$ cat src/rtl/sorted_extent_table_merge_macros.svh
// Assertion macros shared by the extent table RTL.
`ifndef SORTED_EXTENT_TABLE_MERGE_MACROS_SVH
`define SORTED_EXTENT_TABLE_MERGE_MACROS_SVH

// Checks that a condition never holds outside reset.
`define SETM_ASSERT_NEVER(lbl, cond, msg) \
  lbl: assert property (@(posedge clk) disable iff (!rst_n) !(cond)) else $error(msg);

// Checks that an antecedent implies a consequent in the same cycle.
`define SETM_ASSERT_IMPL(lbl, ante, cons, msg) \
  lbl: assert property (@(posedge clk) disable iff (!rst_n) (ante) |-> (cons)) else $error(msg);

// Checks that an antecedent implies a consequent in the next cycle.
`define SETM_ASSERT_NEXT(lbl, ante, cons, msg) \
  lbl: assert property (@(posedge clk) disable iff (!rst_n) (ante) |=> (cons)) else $error(msg);

`endif

$ cat src/rtl/setm_pkg.sv
// Types, sizes and codes shared by the extent table modules.
package setm_pkg;

  localparam int MAX_EXTENTS = 64;
  localparam int IDX_W       = $clog2(MAX_EXTENTS);
  localparam int CNT_W       = $clog2(MAX_EXTENTS + 1);
  localparam int START_W     = 32;
  localparam int LEN_W       = 16;
  localparam int ENT_W       = START_W + LEN_W;

  localparam logic [LEN_W-1:0] LEN_MAX = {LEN_W{1'b1}};

  localparam logic [1:0] CMD_INSERT = 2'd0;
  localparam logic [1:0] CMD_LOOKUP = 2'd1;
  localparam logic [1:0] CMD_CLEAR  = 2'd2;

  localparam logic [2:0] ST_GREW_PREV = 3'd0;
  localparam logic [2:0] ST_GREW_NEXT = 3'd1;
  localparam logic [2:0] ST_NEW       = 3'd2;
  localparam logic [2:0] ST_COVERED   = 3'd3;
  localparam logic [2:0] ST_FULL      = 3'd4;
  localparam logic [2:0] ST_LOOKUP    = 3'd5;
  localparam logic [2:0] ST_CLEARED   = 3'd6;

  typedef struct packed {
    logic [START_W-1:0] start;
    logic [LEN_W-1:0]   len;
  } entry_t;

endpackage

$ cat src/rtl/setm_ram.sv
// Generic simple dual-port RAM with one write port and one registered read port.
module setm_ram #(
  parameter int WIDTH = 8,
  parameter int DEPTH = 16
) (
  input  logic                     clk,
  input  logic                     wr_en,
  input  logic [$clog2(DEPTH)-1:0] wr_addr,
  input  logic [WIDTH-1:0]         wr_data,
  input  logic                     rd_en,
  input  logic [$clog2(DEPTH)-1:0] rd_addr,
  output logic [WIDTH-1:0]         rd_data
);

  logic [WIDTH-1:0] mem_q [DEPTH];
  logic [WIDTH-1:0] rd_data_r;

  always_ff @(posedge clk) begin
    if (wr_en) begin
      mem_q[wr_addr] <= wr_data;
    end
    if (rd_en) begin
      rd_data_r <= mem_q[rd_addr];
    end
  end

  assign rd_data = rd_data_r;

endmodule

$ cat src/rtl/sorted_extent_table_merge.sv
// Top level of the sorted bad-block extent table with insert, lookup and clear.
//
//   Channel   Ports                               Handshake
//   --------  ----------------------------------  ------------------------------
//   command   in_cmd, in_block_number             start high while busy is low
//   result    out_status, out_found, out_extent_* out_valid high for one cycle
//
// A clear reports its result straight from idle. A lookup walks the table from
// entry 0 and finishes after reading the first extent that ends past the block,
// or after the last entry. An insert scans up to the insertion point p, passes
// through a decision state and, for a new extent, moves the n - p entries from p
// upward one place up, one per cycle through the RAM's read and write ports. The
// RAM's registered read sets the pace of both walks. Reset empties the table by
// clearing the extent count; the RAM itself is not cleared. Results cannot be
// stalled, and a new command may be issued in the cycle a result is shown.
`include "sorted_extent_table_merge_macros.svh"

module sorted_extent_table_merge (
  input  logic                                clk,
  input  logic                                rst_n,
  input  logic                                start,
  output logic                                busy,
  input  logic [1:0]                          in_cmd,
  input  logic [setm_pkg::START_W-1:0]        in_block_number,
  output logic                                out_valid,
  output logic [2:0]                          out_status,
  output logic                                out_found,
  output logic [setm_pkg::START_W-1:0]        out_extent_start,
  output logic [setm_pkg::LEN_W-1:0]          out_extent_length,
  output logic                                out_block_in_extent
);

  typedef enum logic [1:0] {
    S_IDLE,
    S_SCAN,
    S_DEC,
    S_SHIFT
  } state_t;

  localparam int IDX_W = setm_pkg::IDX_W;
  localparam int CNT_W = setm_pkg::CNT_W;
  localparam int SW    = setm_pkg::START_W;
  localparam int LW    = setm_pkg::LEN_W;

  // Control state.
  state_t            state_r, state_nxt;
  logic [CNT_W-1:0]  cnt_r, cnt_nxt;       // number of valid extents
  logic              dv_r, dv_nxt;         // RAM read data is valid this cycle

  // Working registers for the command in flight.
  logic              is_lookup_r, is_lookup_nxt;
  logic [SW-1:0]     bn_r, bn_nxt;
  logic [CNT_W-1:0]  a_r, a_nxt;           // next entry to read during the scan
  logic [CNT_W-1:0]  e_r, e_nxt;           // entry held in the read data
  logic [CNT_W-1:0]  p_r, p_nxt;           // insertion point
  logic              hn_r, hn_nxt;         // an entry exists at the insertion point
  setm_pkg::entry_t  prev_r, prev_nxt;     // entry just below the insertion point
  setm_pkg::entry_t  next_r, next_nxt;     // entry at the insertion point
  logic [CNT_W-1:0]  rem_r, rem_nxt;       // entries still to move up
  logic [IDX_W-1:0]  rd_idx_r, rd_idx_nxt; // next entry to read during the shift
  logic [IDX_W-1:0]  widx_r, widx_nxt;     // destination of the entry being moved

  // Result registers.
  logic              out_valid_r, out_valid_nxt;
  logic [2:0]        out_status_r, out_status_nxt;
  logic              out_found_r, out_found_nxt;
  logic [SW-1:0]     out_start_r, out_start_nxt;
  logic [LW-1:0]     out_len_r, out_len_nxt;
  logic              out_bie_r, out_bie_nxt;

  // RAM port signals.
  logic              ram_we;
  logic [IDX_W-1:0]  ram_waddr;
  setm_pkg::entry_t  ram_wdata;
  logic              ram_re;
  logic [IDX_W-1:0]  ram_raddr;
  setm_pkg::entry_t  ram_rdata;

  // Derived values on the read data and the held neighbors.
  logic [SW:0]       bn33;
  logic [SW:0]       ent_end;
  logic [SW:0]       prev_end;
  logic              stop_hit;
  logic              has_prev;

  setm_ram #(
    .WIDTH (setm_pkg::ENT_W),
    .DEPTH (setm_pkg::MAX_EXTENTS)
  ) u_ram (
    .clk     (clk),
    .wr_en   (ram_we),
    .wr_addr (ram_waddr),
    .wr_data (ram_wdata),
    .rd_en   (ram_re),
    .rd_addr (ram_raddr),
    .rd_data (ram_rdata)
  );

  assign bn33     = {1'b0, bn_r};
  assign ent_end  = {1'b0, ram_rdata.start} + {{(SW + 1 - LW){1'b0}}, ram_rdata.len};
  assign prev_end = {1'b0, prev_r.start} + {{(SW + 1 - LW){1'b0}}, prev_r.len};
  assign has_prev = (p_r != '0);

  // A lookup stops at the first extent that ends past the block. An insert
  // stops at the first extent whose start is at or above the block.
  assign stop_hit = dv_r && (is_lookup_r ? (ent_end > bn33) : !(bn_r > ram_rdata.start));

  always_comb begin
    state_nxt      = state_r;
    cnt_nxt        = cnt_r;
    dv_nxt         = 1'b0;
    is_lookup_nxt  = is_lookup_r;
    bn_nxt         = bn_r;
    a_nxt          = a_r;
    e_nxt          = e_r;
    p_nxt          = p_r;
    hn_nxt         = hn_r;
    prev_nxt       = prev_r;
    next_nxt       = next_r;
    rem_nxt        = rem_r;
    rd_idx_nxt     = rd_idx_r;
    widx_nxt       = widx_r;
    out_valid_nxt  = 1'b0;
    out_status_nxt = out_status_r;
    out_found_nxt  = 1'b0;
    out_start_nxt  = '0;
    out_len_nxt    = '0;
    out_bie_nxt    = 1'b0;
    ram_we         = 1'b0;
    ram_waddr      = '0;
    ram_wdata      = '0;
    ram_re         = 1'b0;
    ram_raddr      = '0;

    unique case (state_r)
      S_IDLE: begin
        if (start) begin
          unique case (in_cmd) inside
            setm_pkg::CMD_INSERT, setm_pkg::CMD_LOOKUP: begin
              is_lookup_nxt = (in_cmd == setm_pkg::CMD_LOOKUP);
              bn_nxt        = in_block_number;
              a_nxt         = '0;
              state_nxt     = S_SCAN;
            end
            setm_pkg::CMD_CLEAR: begin
              cnt_nxt        = '0;
              out_valid_nxt  = 1'b1;
              out_status_nxt = setm_pkg::ST_CLEARED;
            end
            default: begin
              // The unused command code is dropped without a result.
            end
          endcase
        end
      end

      S_SCAN: begin
        if (dv_r && !stop_hit) begin
          prev_nxt = ram_rdata;
        end
        if (stop_hit) begin
          if (is_lookup_r) begin
            out_valid_nxt  = 1'b1;
            out_status_nxt = setm_pkg::ST_LOOKUP;
            out_found_nxt  = 1'b1;
            out_start_nxt  = ram_rdata.start;
            out_len_nxt    = ram_rdata.len;
            out_bie_nxt    = (ram_rdata.start <= bn_r);
            state_nxt      = S_IDLE;
          end else begin
            p_nxt     = e_r;
            next_nxt  = ram_rdata;
            hn_nxt    = 1'b1;
            state_nxt = S_DEC;
          end
        end else if (a_r == cnt_r) begin
          if (is_lookup_r) begin
            out_valid_nxt  = 1'b1;
            out_status_nxt = setm_pkg::ST_LOOKUP;
            state_nxt      = S_IDLE;
          end else begin
            p_nxt     = cnt_r;
            hn_nxt    = 1'b0;
            state_nxt = S_DEC;
          end
        end else begin
          ram_re    = 1'b1;
          ram_raddr = a_r[IDX_W-1:0];
          a_nxt     = a_r + CNT_W'(1);
          e_nxt     = a_r;
          dv_nxt    = 1'b1;
        end
      end

      S_DEC: begin
        out_valid_nxt = 1'b1;
        state_nxt     = S_IDLE;
        if ((has_prev && (bn33 < prev_end)) || (hn_r && (next_r.start == bn_r))) begin
          out_status_nxt = setm_pkg::ST_COVERED;
        end else if (has_prev && (bn33 == prev_end) && (prev_r.len != setm_pkg::LEN_MAX)) begin
          ram_we         = 1'b1;
          ram_waddr      = IDX_W'(p_r - CNT_W'(1));
          ram_wdata      = '{start: prev_r.start, len: prev_r.len + LW'(1)};
          out_status_nxt = setm_pkg::ST_GREW_PREV;
        end else if (hn_r && (next_r.start != '0) && (bn_r == next_r.start - SW'(1))
                     && (next_r.len != setm_pkg::LEN_MAX)) begin
          ram_we         = 1'b1;
          ram_waddr      = p_r[IDX_W-1:0];
          ram_wdata      = '{start: next_r.start - SW'(1), len: next_r.len + LW'(1)};
          out_status_nxt = setm_pkg::ST_GREW_NEXT;
        end else if (cnt_r == CNT_W'(setm_pkg::MAX_EXTENTS)) begin
          out_status_nxt = setm_pkg::ST_FULL;
        end else begin
          // Room for a new extent: move entries p..n-1 up by one first.
          out_valid_nxt = 1'b0;
          rem_nxt       = cnt_r - p_r;
          rd_idx_nxt    = IDX_W'(cnt_r - CNT_W'(1));
          state_nxt     = S_SHIFT;
        end
      end

      S_SHIFT: begin
        if (dv_r) begin
          ram_we    = 1'b1;
          ram_waddr = widx_r;
          ram_wdata = ram_rdata;
        end
        if (rem_r != '0) begin
          ram_re     = 1'b1;
          ram_raddr  = rd_idx_r;
          rd_idx_nxt = rd_idx_r - IDX_W'(1);
          widx_nxt   = rd_idx_r + IDX_W'(1);
          rem_nxt    = rem_r - CNT_W'(1);
          dv_nxt     = 1'b1;
        end else if (!dv_r) begin
          ram_we         = 1'b1;
          ram_waddr      = p_r[IDX_W-1:0];
          ram_wdata      = '{start: bn_r, len: LW'(1)};
          cnt_nxt        = cnt_r + CNT_W'(1);
          out_valid_nxt  = 1'b1;
          out_status_nxt = setm_pkg::ST_NEW;
          state_nxt      = S_IDLE;
        end
      end

      default: begin
        state_nxt = S_IDLE;
      end
    endcase
  end

  always_ff @(posedge clk) begin
    if (!rst_n) begin
      state_r     <= S_IDLE;
      cnt_r       <= '0;
      dv_r        <= 1'b0;
      out_valid_r <= 1'b0;
    end else begin
      state_r      <= state_nxt;
      cnt_r        <= cnt_nxt;
      dv_r         <= dv_nxt;
      out_valid_r  <= out_valid_nxt;
      is_lookup_r  <= is_lookup_nxt;
      bn_r         <= bn_nxt;
      a_r          <= a_nxt;
      e_r          <= e_nxt;
      p_r          <= p_nxt;
      hn_r         <= hn_nxt;
      prev_r       <= prev_nxt;
      next_r       <= next_nxt;
      rem_r        <= rem_nxt;
      rd_idx_r     <= rd_idx_nxt;
      widx_r       <= widx_nxt;
      out_status_r <= out_status_nxt;
      out_found_r  <= out_found_nxt;
      out_start_r  <= out_start_nxt;
      out_len_r    <= out_len_nxt;
      out_bie_r    <= out_bie_nxt;
    end
  end

  assign busy                = (state_r != S_IDLE);
  assign out_valid           = out_valid_r;
  assign out_status          = out_status_r;
  assign out_found           = out_found_r;
  assign out_extent_start    = out_start_r;
  assign out_extent_length   = out_len_r;
  assign out_block_in_extent = out_bie_r;

  // The extent count never passes the table size.
  `SETM_ASSERT_NEVER(a_cnt_bound, cnt_r > CNT_W'(setm_pkg::MAX_EXTENTS), "extent count overflow")
  // The table RAM is written only while a command is in flight.
  `SETM_ASSERT_NEVER(a_write_idle, ram_we && (state_r == S_IDLE), "RAM write while idle")
  // Only a lookup reports a found extent.
  `SETM_ASSERT_IMPL(a_found_lookup, out_valid && out_found,
                    out_status == setm_pkg::ST_LOOKUP, "found on non-lookup")
  // An accepted insert keeps the block busy in the following cycle.
  `SETM_ASSERT_NEXT(a_insert_busy, start && !busy && (in_cmd == setm_pkg::CMD_INSERT),
                    busy, "insert not started")

endmodule

$ cat config.mk
export PLATFORM = sky130hd
export DESIGN_NAME = sorted_extent_table_merge
export DESIGN_NICKNAME = d
export VERILOG_FILES = /design/src/rtl/setm_pkg.sv /design/src/rtl/setm_ram.sv /design/src/rtl/sorted_extent_table_merge.sv
export VERILOG_INCLUDE_DIRS = /design/src /design/src/rtl
export SDC_FILE = /design/constraint.sdc
export NUM_CORES = 2
export LEC_CHECK = 0
export BUFFER_PORTS_ARGS = -buffer_cell sky130_fd_sc_hd__buf_2
export CAP_MARGIN = 0
export CORE_MARGIN = 3
export CORE_UTILIZATION = 29
export DETAILED_ROUTE_END_ITERATION = 10
export GPL_ROUTABILITY_DRIVEN = 1
export PLACE_DENSITY = 0.46
export SETUP_SLACK_MARGIN = 0.5
export SYNTH_ARGS = -nofsm -noshare
export SYNTH_HDL_FRONTEND = slang
export SYNTH_SLANG_ARGS = --single-unit
$ cat constraint.sdc
create_clock -name clk -period 10.47 [get_ports clk]
set_input_delay 1.047 -clock clk [delete_from_list [all_inputs] [get_ports clk]]
set_output_delay 1.047 -clock clk [all_outputs]
set_load 0.005 [all_outputs]
Word level (Yosys, flattened, before mapping)

Memories as Yosys holds them, arrays and structs flattened. A register that Yosys moved wholly into a read port is not among the register bits.
Index checks and enable logic that the tools add are counted.

Equality and inequality tests: 28
Multiplexer cells: 98
$lt $le $gt $ge: 4
Bitwise logic cells: 3
Reduce and logical (&&, ||, !) cells: 36
Add/sub/neg operators: 13

Operators by type and width:

| kind                                                | count |
|---|---|
| 2-to-1 mux 48 bit                                   | 6 |
| 2-to-1 mux 7 bit                                    | 17 |
| one-hot mux 48 bit (2 select lines)                 | 1 |
| 2-to-1 mux 6 bit                                    | 14 |
| adder 32 x 16 -> 33 bit                             | 2 |
| == test 32 bit                                      | 2 |
| one-hot mux 7 bit (2 select lines)                  | 3 |
| one-hot mux 6 bit (2 select lines)                  | 3 |
| == test 32 x 33 -> 1 bit                            | 1 |
| > comparator 33 x 32 -> 1 bit                       | 1 |
| less-than comparator 32 x 33 -> 1 bit               | 1 |
| 2-to-1 mux 3 bit                                    | 11 |
| adder 16 x 1 -> 16 bit (second input constant)      | 2 |
| > comparator 32 bit                                 | 1 |
| <= comparator 32 bit                                | 1 |
| != test 16 bit (second input constant)              | 2 |
| nonzero test 32 bit                                 | 1 |
| subtractor 32 x 1 -> 32 bit (second input constant) | 1 |
| 2-to-1 mux 1 bit                                    | 27 |
| != test 2 bit (second input constant)               | 13 |
| 2-to-1 mux 2 bit                                    | 11 |
| subtractor 6 x 1 -> 6 bit (second input constant)   | 3 |
| AND reduction 5 bit                                 | 3 |
| adder 7 x 1 -> 7 bit (second input constant)        | 2 |
| other kinds (27)                                    | 53 |

Bits in writable memories: 3,072
Memories: 1
Bits in registers: 234
Bits of input ports: 37
Output and inout bits: 55

Memory list:

| name        | depth | width | read ports | clocked after memory_dff | write ports | RTL line       | RTL |
|---|---|---|---|---|---|---|---|
| u_ram.mem_q | 64    | 48    | 1          | 1                        | 1           | setm_ram.sv:15 | `logic [WIDTH-1:0] mem_q [DEPTH];` |

Logic depth before layout (Yosys ltp)

Depth in word-level cells: 10
Mapped depth: 31

Cells and area by module

A second synthesis with hierarchy kept.

Cell total of the unflattened synthesis: 6,946
Area total of the unflattened synthesis: 135,685.1 um2

By module, submodules not included:

| module                    | area each (um2) | sequential area each (um2) | cells each | times used |
|---|---|---|---|---|
| setm_ram                  | 118,671.3       | 93,689.9                   | 5,247      | 1 |
| sorted_extent_table_merge | 17,013.8        | 6,916.6                    | 1,699      | 1 |

Worst setup path before layout

No wires, ideal clock.

Path kind: flip-flop to flip-flop
Start point: reg prev_r[0] (netlist name)
End point: mem u_ram.mem_q[40][0] (netlist name) (enable)
Period minus slack after synthesis: 10,827 ps
Data required time: 9,897 ps
Cell stages (with the launch flop): 29
Path buffers: 2
Slack: -357 ps
Arrival time: 10,254 ps
Cell sequence: edfxtp_1 ha_1 fa_1 a21o_1 a21oi_1 o21ai_0 a41oi_1 o21bai_1 a31oi_1 o21bai_1 a21o_1 nand2_1 nor2_1 xnor2_1 ha_1 and4_1 nand2_1 nor4_1 o21ai_0 a21oi_1 o32a_1 nor2_1 a41o_1 clkbuf_1 o41ai_1 a21oi_2 or2_1 buf_6 nor4_1

Word-level cells in the longest chain between the ends: 9
Elaborated cells between the ends (all ways): 16
Classes of those cells: 1 x add/sub; 1 x order compare; 2 x eq/ne; 8 x mux; 4 x reduce/logical

RTL lines:

| item                                                                            | RTL line                         | RTL |
|---|---|---|
| start, declared                                                                 | sorted_extent_table_merge.sv:57  | `setm_pkg::entry_t prev_r, prev_nxt;` |
| start signal, assigned                                                          | sorted_extent_table_merge.sv:269 | `prev_r <= prev_nxt;` |
| parallel branches: the longest is 9 deep, another holds adder 32 x 16 -> 33 bit | --                               |  |
| end, declared                                                                   | setm_ram.sv:15                   |  |

Several ways; the timed one is not identified.

Worst setup path after layout

Start point: reg u_ram.rd_data_r[18] (netlist: u_ram.rd_data[18]), read port of u_ram.mem_q
End point: reg u_ram.rd_data_r[7] (netlist: u_ram.rd_data[7]), read port of u_ram.mem_q (data pin)

Word-level cells in the longest chain between the ends: 6
Elaborated cells between the ends (all ways): 10
Classes of those cells: 1 x add/sub; 2 x order compare; 5 x mux; 2 x reduce/logical

RTL lines:

| item                                                                                            | RTL line                                                           | RTL |
|---|---|---|
| start, declared                                                                                 | setm_ram.sv:16                                                     | `logic [WIDTH-1:0] rd_data_r;` |
| adder 32 x 16 -> 33 bit / > comparator 32 bit (equally long branches)                           | sorted_extent_table_merge.sv:100, sorted_extent_table_merge.sv:106 |  |
| > comparator 33 x 32 -> 1 bit / zero test 1 bit (equally long branches)                         | sorted_extent_table_merge.sv:106                                   | `assign stop_hit = dv_r && (is_lookup_r ? (ent_end > bn33) : !(bn_r > ram_rdata.start));` |
| 2-to-1 mux 1 bit (*)                                                                            | sorted_extent_table_merge.sv:106                                   |  |
| logical AND 1 bit (*)                                                                           | sorted_extent_table_merge.sv:106                                   |  |
| 2-to-1 mux 6 bit / 2-to-1 mux 1 bit (equally long branches)                                     | sorted_extent_table_merge.sv:161                                   | `if (stop_hit) begin` |
| one-hot mux 6 bit (2 select lines) / one-hot mux 1 bit (2 select lines) (equally long branches) | sorted_extent_table_merge.sv:135                                   | `unique case (state_r)` |

Every way passes the cells marked *; elsewhere a longest branch is shown, timed or not.
A chain may end at the register's enable or synchronous reset.

==> out/metrics.csv <==
metric;value;unit
status;finished clean;
synthArstFlopShare;0;
slew_headroom;0.117;
num_vias;91900;
endpoint_kind;flop;
first_pass_iters;5;
antenna_found_initial;30;
grt_pass1_wl;734000;um
cts_buffer_depth;4;
portBuffers;91;
dp_hpwl;310000;um
insertion_delay;1.02;ns
power_density;177;mW/mm^2
placementRows;253;
cts.sinks;3354;
finalSetupTns;0;ns
via_per_inst;5.45;
netlist.area_leader.share;0.723;
power;28.6;mW
cts_root_buf;clkbuf_16;
drive_above_1_share;0.117;
synth_area_per_cell;14.0;sq um
slowest_stage;edfxtp_1;
die_y;698;um
ant_nets;0;
post-cts-setup-buffer-count;0;
cts_hold_buf;0;
hp-class;primary input to flop;
synthDistinctLibCells;83;
crit_type;flop to flop;
critPathLaunchType;flop;
finalNetCount;10400;
ys.flop_type;edfxtp_1;
ys_ff_latch;3354;
die_x;698;um
synth_edf_count;3343;
wl;536000;um
grt.total_usage;0.212;
avgRoutedWirePerCell;31.8;um
htreeDepth;5;
synth_area;0.139;sq mm
gp_congestion;0.887;
clk_pin_slew;0.06;ns
dieArea;0.487;sq mm
synth_most_common_cell;edfxtp_1;
drv_slew;0;
worst_pin_slew;1.33;ns
grt_max_degree;125;
max_cap_violations;0;
first_iter_violations;11400;
period_needed;9.72;ns
synth_common_cells;3343 x edfxtp_1, 1929 x nand2_1, 748 x nand3_1, 504 x clkbuf_1, 439 x mux2i_1;
ios;92;
rsz0062_at_grt;true;
p_leak;49.2;nW
finalHoldViolCount;0;
grt_pass1_vias;87800;
drc;0;
reg2reg_setup_slack;0.75;ns
hold_slack;0.206;ns
cts_tree;done;
crit_fanout;84;
postSynthCellCount;9942;
crit_arrival;10.54;ns
overflow;0;
crit_required;11.28;ns
yosysSeqAreaShare;0.725;
max_freq;103;MHz
cts_buffers;366;
final_util;0.339;
yosysWarnings;0;
synth_fp_nets;10100;
cp_slowest_stage_delay;0.82;ns
setup-violations-final;0;
post-route-period-util;0.929;
synth_area_leaders;edfxtp_1 72%, nand2_1 5.2%, mux2i_1 3.2%;
start_util;0.292;
skew;0.122;ns
coreArea;0.476;sq mm
peakVddDrop;0.139;mV
area_growth_syn_to_layout;16.3;%
synth_top_cell_by_area;edfxtp_1;
==> flip-flops by register name, summed over array words and instances, names as in the netlist <==
| register | count |
|---|---|
| u_ram.mem_q | 3072 |
| next_r | 48 |
| prev_r | 48 |
| u_ram.rd_data | 48 |
| bn_r | 32 |
| out_extent_start | 32 |
| out_extent_length | 16 |
| a_r | 7 |
| cnt_r | 7 |
| e_r | 7 |
| p_r | 7 |
| rem_r | 7 |
| rd_idx_r | 6 |
| widx_r | 6 |
| out_status | 3 |
| state_r | 2 |
| dv_r | 1 |
| hn_r | 1 |
| is_lookup_r | 1 |
| out_block_in_extent | 1 |
| out_found | 1 |
| out_valid | 1 |
==> final timing paths <==
path	cells after the start	end	start
worst max-delay path	29	u_ram.rd_data[7]	u_ram.rd_data[18]
worst max register to register	29	u_ram.rd_data[7]	u_ram.rd_data[18]
worst min register to register	0	e_r[6]	a_r[6]
worst min-delay path	1	bn_r[11]	in_block_number[11]
==> report_power, final <==
part	internal [mW]	switching, mW
Combinational	0.415	0.977
Clock	7.05	5.46
Sequential	14.6	0.0819
==> worst max-delay path, delay by kind of cell (launching register included) <==
family,cells,cell delay (ns)
AOI/OAI and AO/OA,16,4.62
and+or+nand+nor,6,1.69
buffers and inverters,4,1.34
DFF,1,0.82
adders and majority gates,2,0.73
xor gates and xnor gates,1,0.10
==> cell families (layout without fill, tap and decap cells) <==
family                   Yosys count  after routing  synth area share
AND/OR/NAND/NOR                 3466           3467             0.114
flip-flops                      3354           3354             0.725
AO/OA/AOI/OAI                   1580           1580            0.0772
buffers and inverters            718           1249            0.0198
multiplexers                     481            481            0.0379
XOR/XNOR                         196            196            0.0127
adder cells (fa/ha/maj)          147            147            0.0134
other                              0              9                 0
==> through the flow <==
step | setup slack (ns) | cells | instance area [sq um]
after floorplan | -0.357 | 9942 | 139000
after global placement | 0.482 | 16200 | 150000
after detailed placement | 0.476 | 16200 | 150000
after CTS | 0.728 | 16800 | 161000
after global routing | 0.449 | 16900 | 161000
final | 0.747 | 16900 | 161000
==> cells in the final DEF (no fill, tap or decap), drive strengths merged, types with 113 or more instances in the layout <==
master / netlist / layout
clkbuf: 504 / 465
a22oi: 142 / 142
nor2: 142 / 142
edfxtp: 3343 / 3343
a21oi: 384 / 384
a32oi: 127 / 127
nor3: 113 / 113
o21ai: 145 / 145
a211oi: 235 / 235
a31oi: 184 / 184
clkinv: 0 / 150
mux2i: 439 / 439
buf: 133 / 509
ha: 144 / 144
nand2: 1929 / 1929
nand3: 748 / 748
nor3b: 153 / 153
==> per-layer routing <==
layer,vias up,GRT usage,share of wire,wire length [um]
li1,38600,-,-,-
met1,48100,0.294,0.43,228000
met2,4335,0.339,0.46,246000
met3,847,0.0328,0.077,41500
met4,2,0.0683,0.036,19500
met5,-,0,0.000024,13
==> timing repair <==
item,CTS,global route
pin swaps,0,1
gates cloned,0,1
setup endpoints to repair,37,54
gates resized for setup,1,6
==> final cells by class <==
class	count	area, sq um
diodes	9	22.5
clock buffers	465	9640
clock inverters	194	1660
fillers	46000	314000
inverters	81	304
multi-input cells	5871	36500
flip-flops and latches	3354	101000
well taps	6375	7980
repair buffers	509	4630
(Power assumes the default switching activity.)
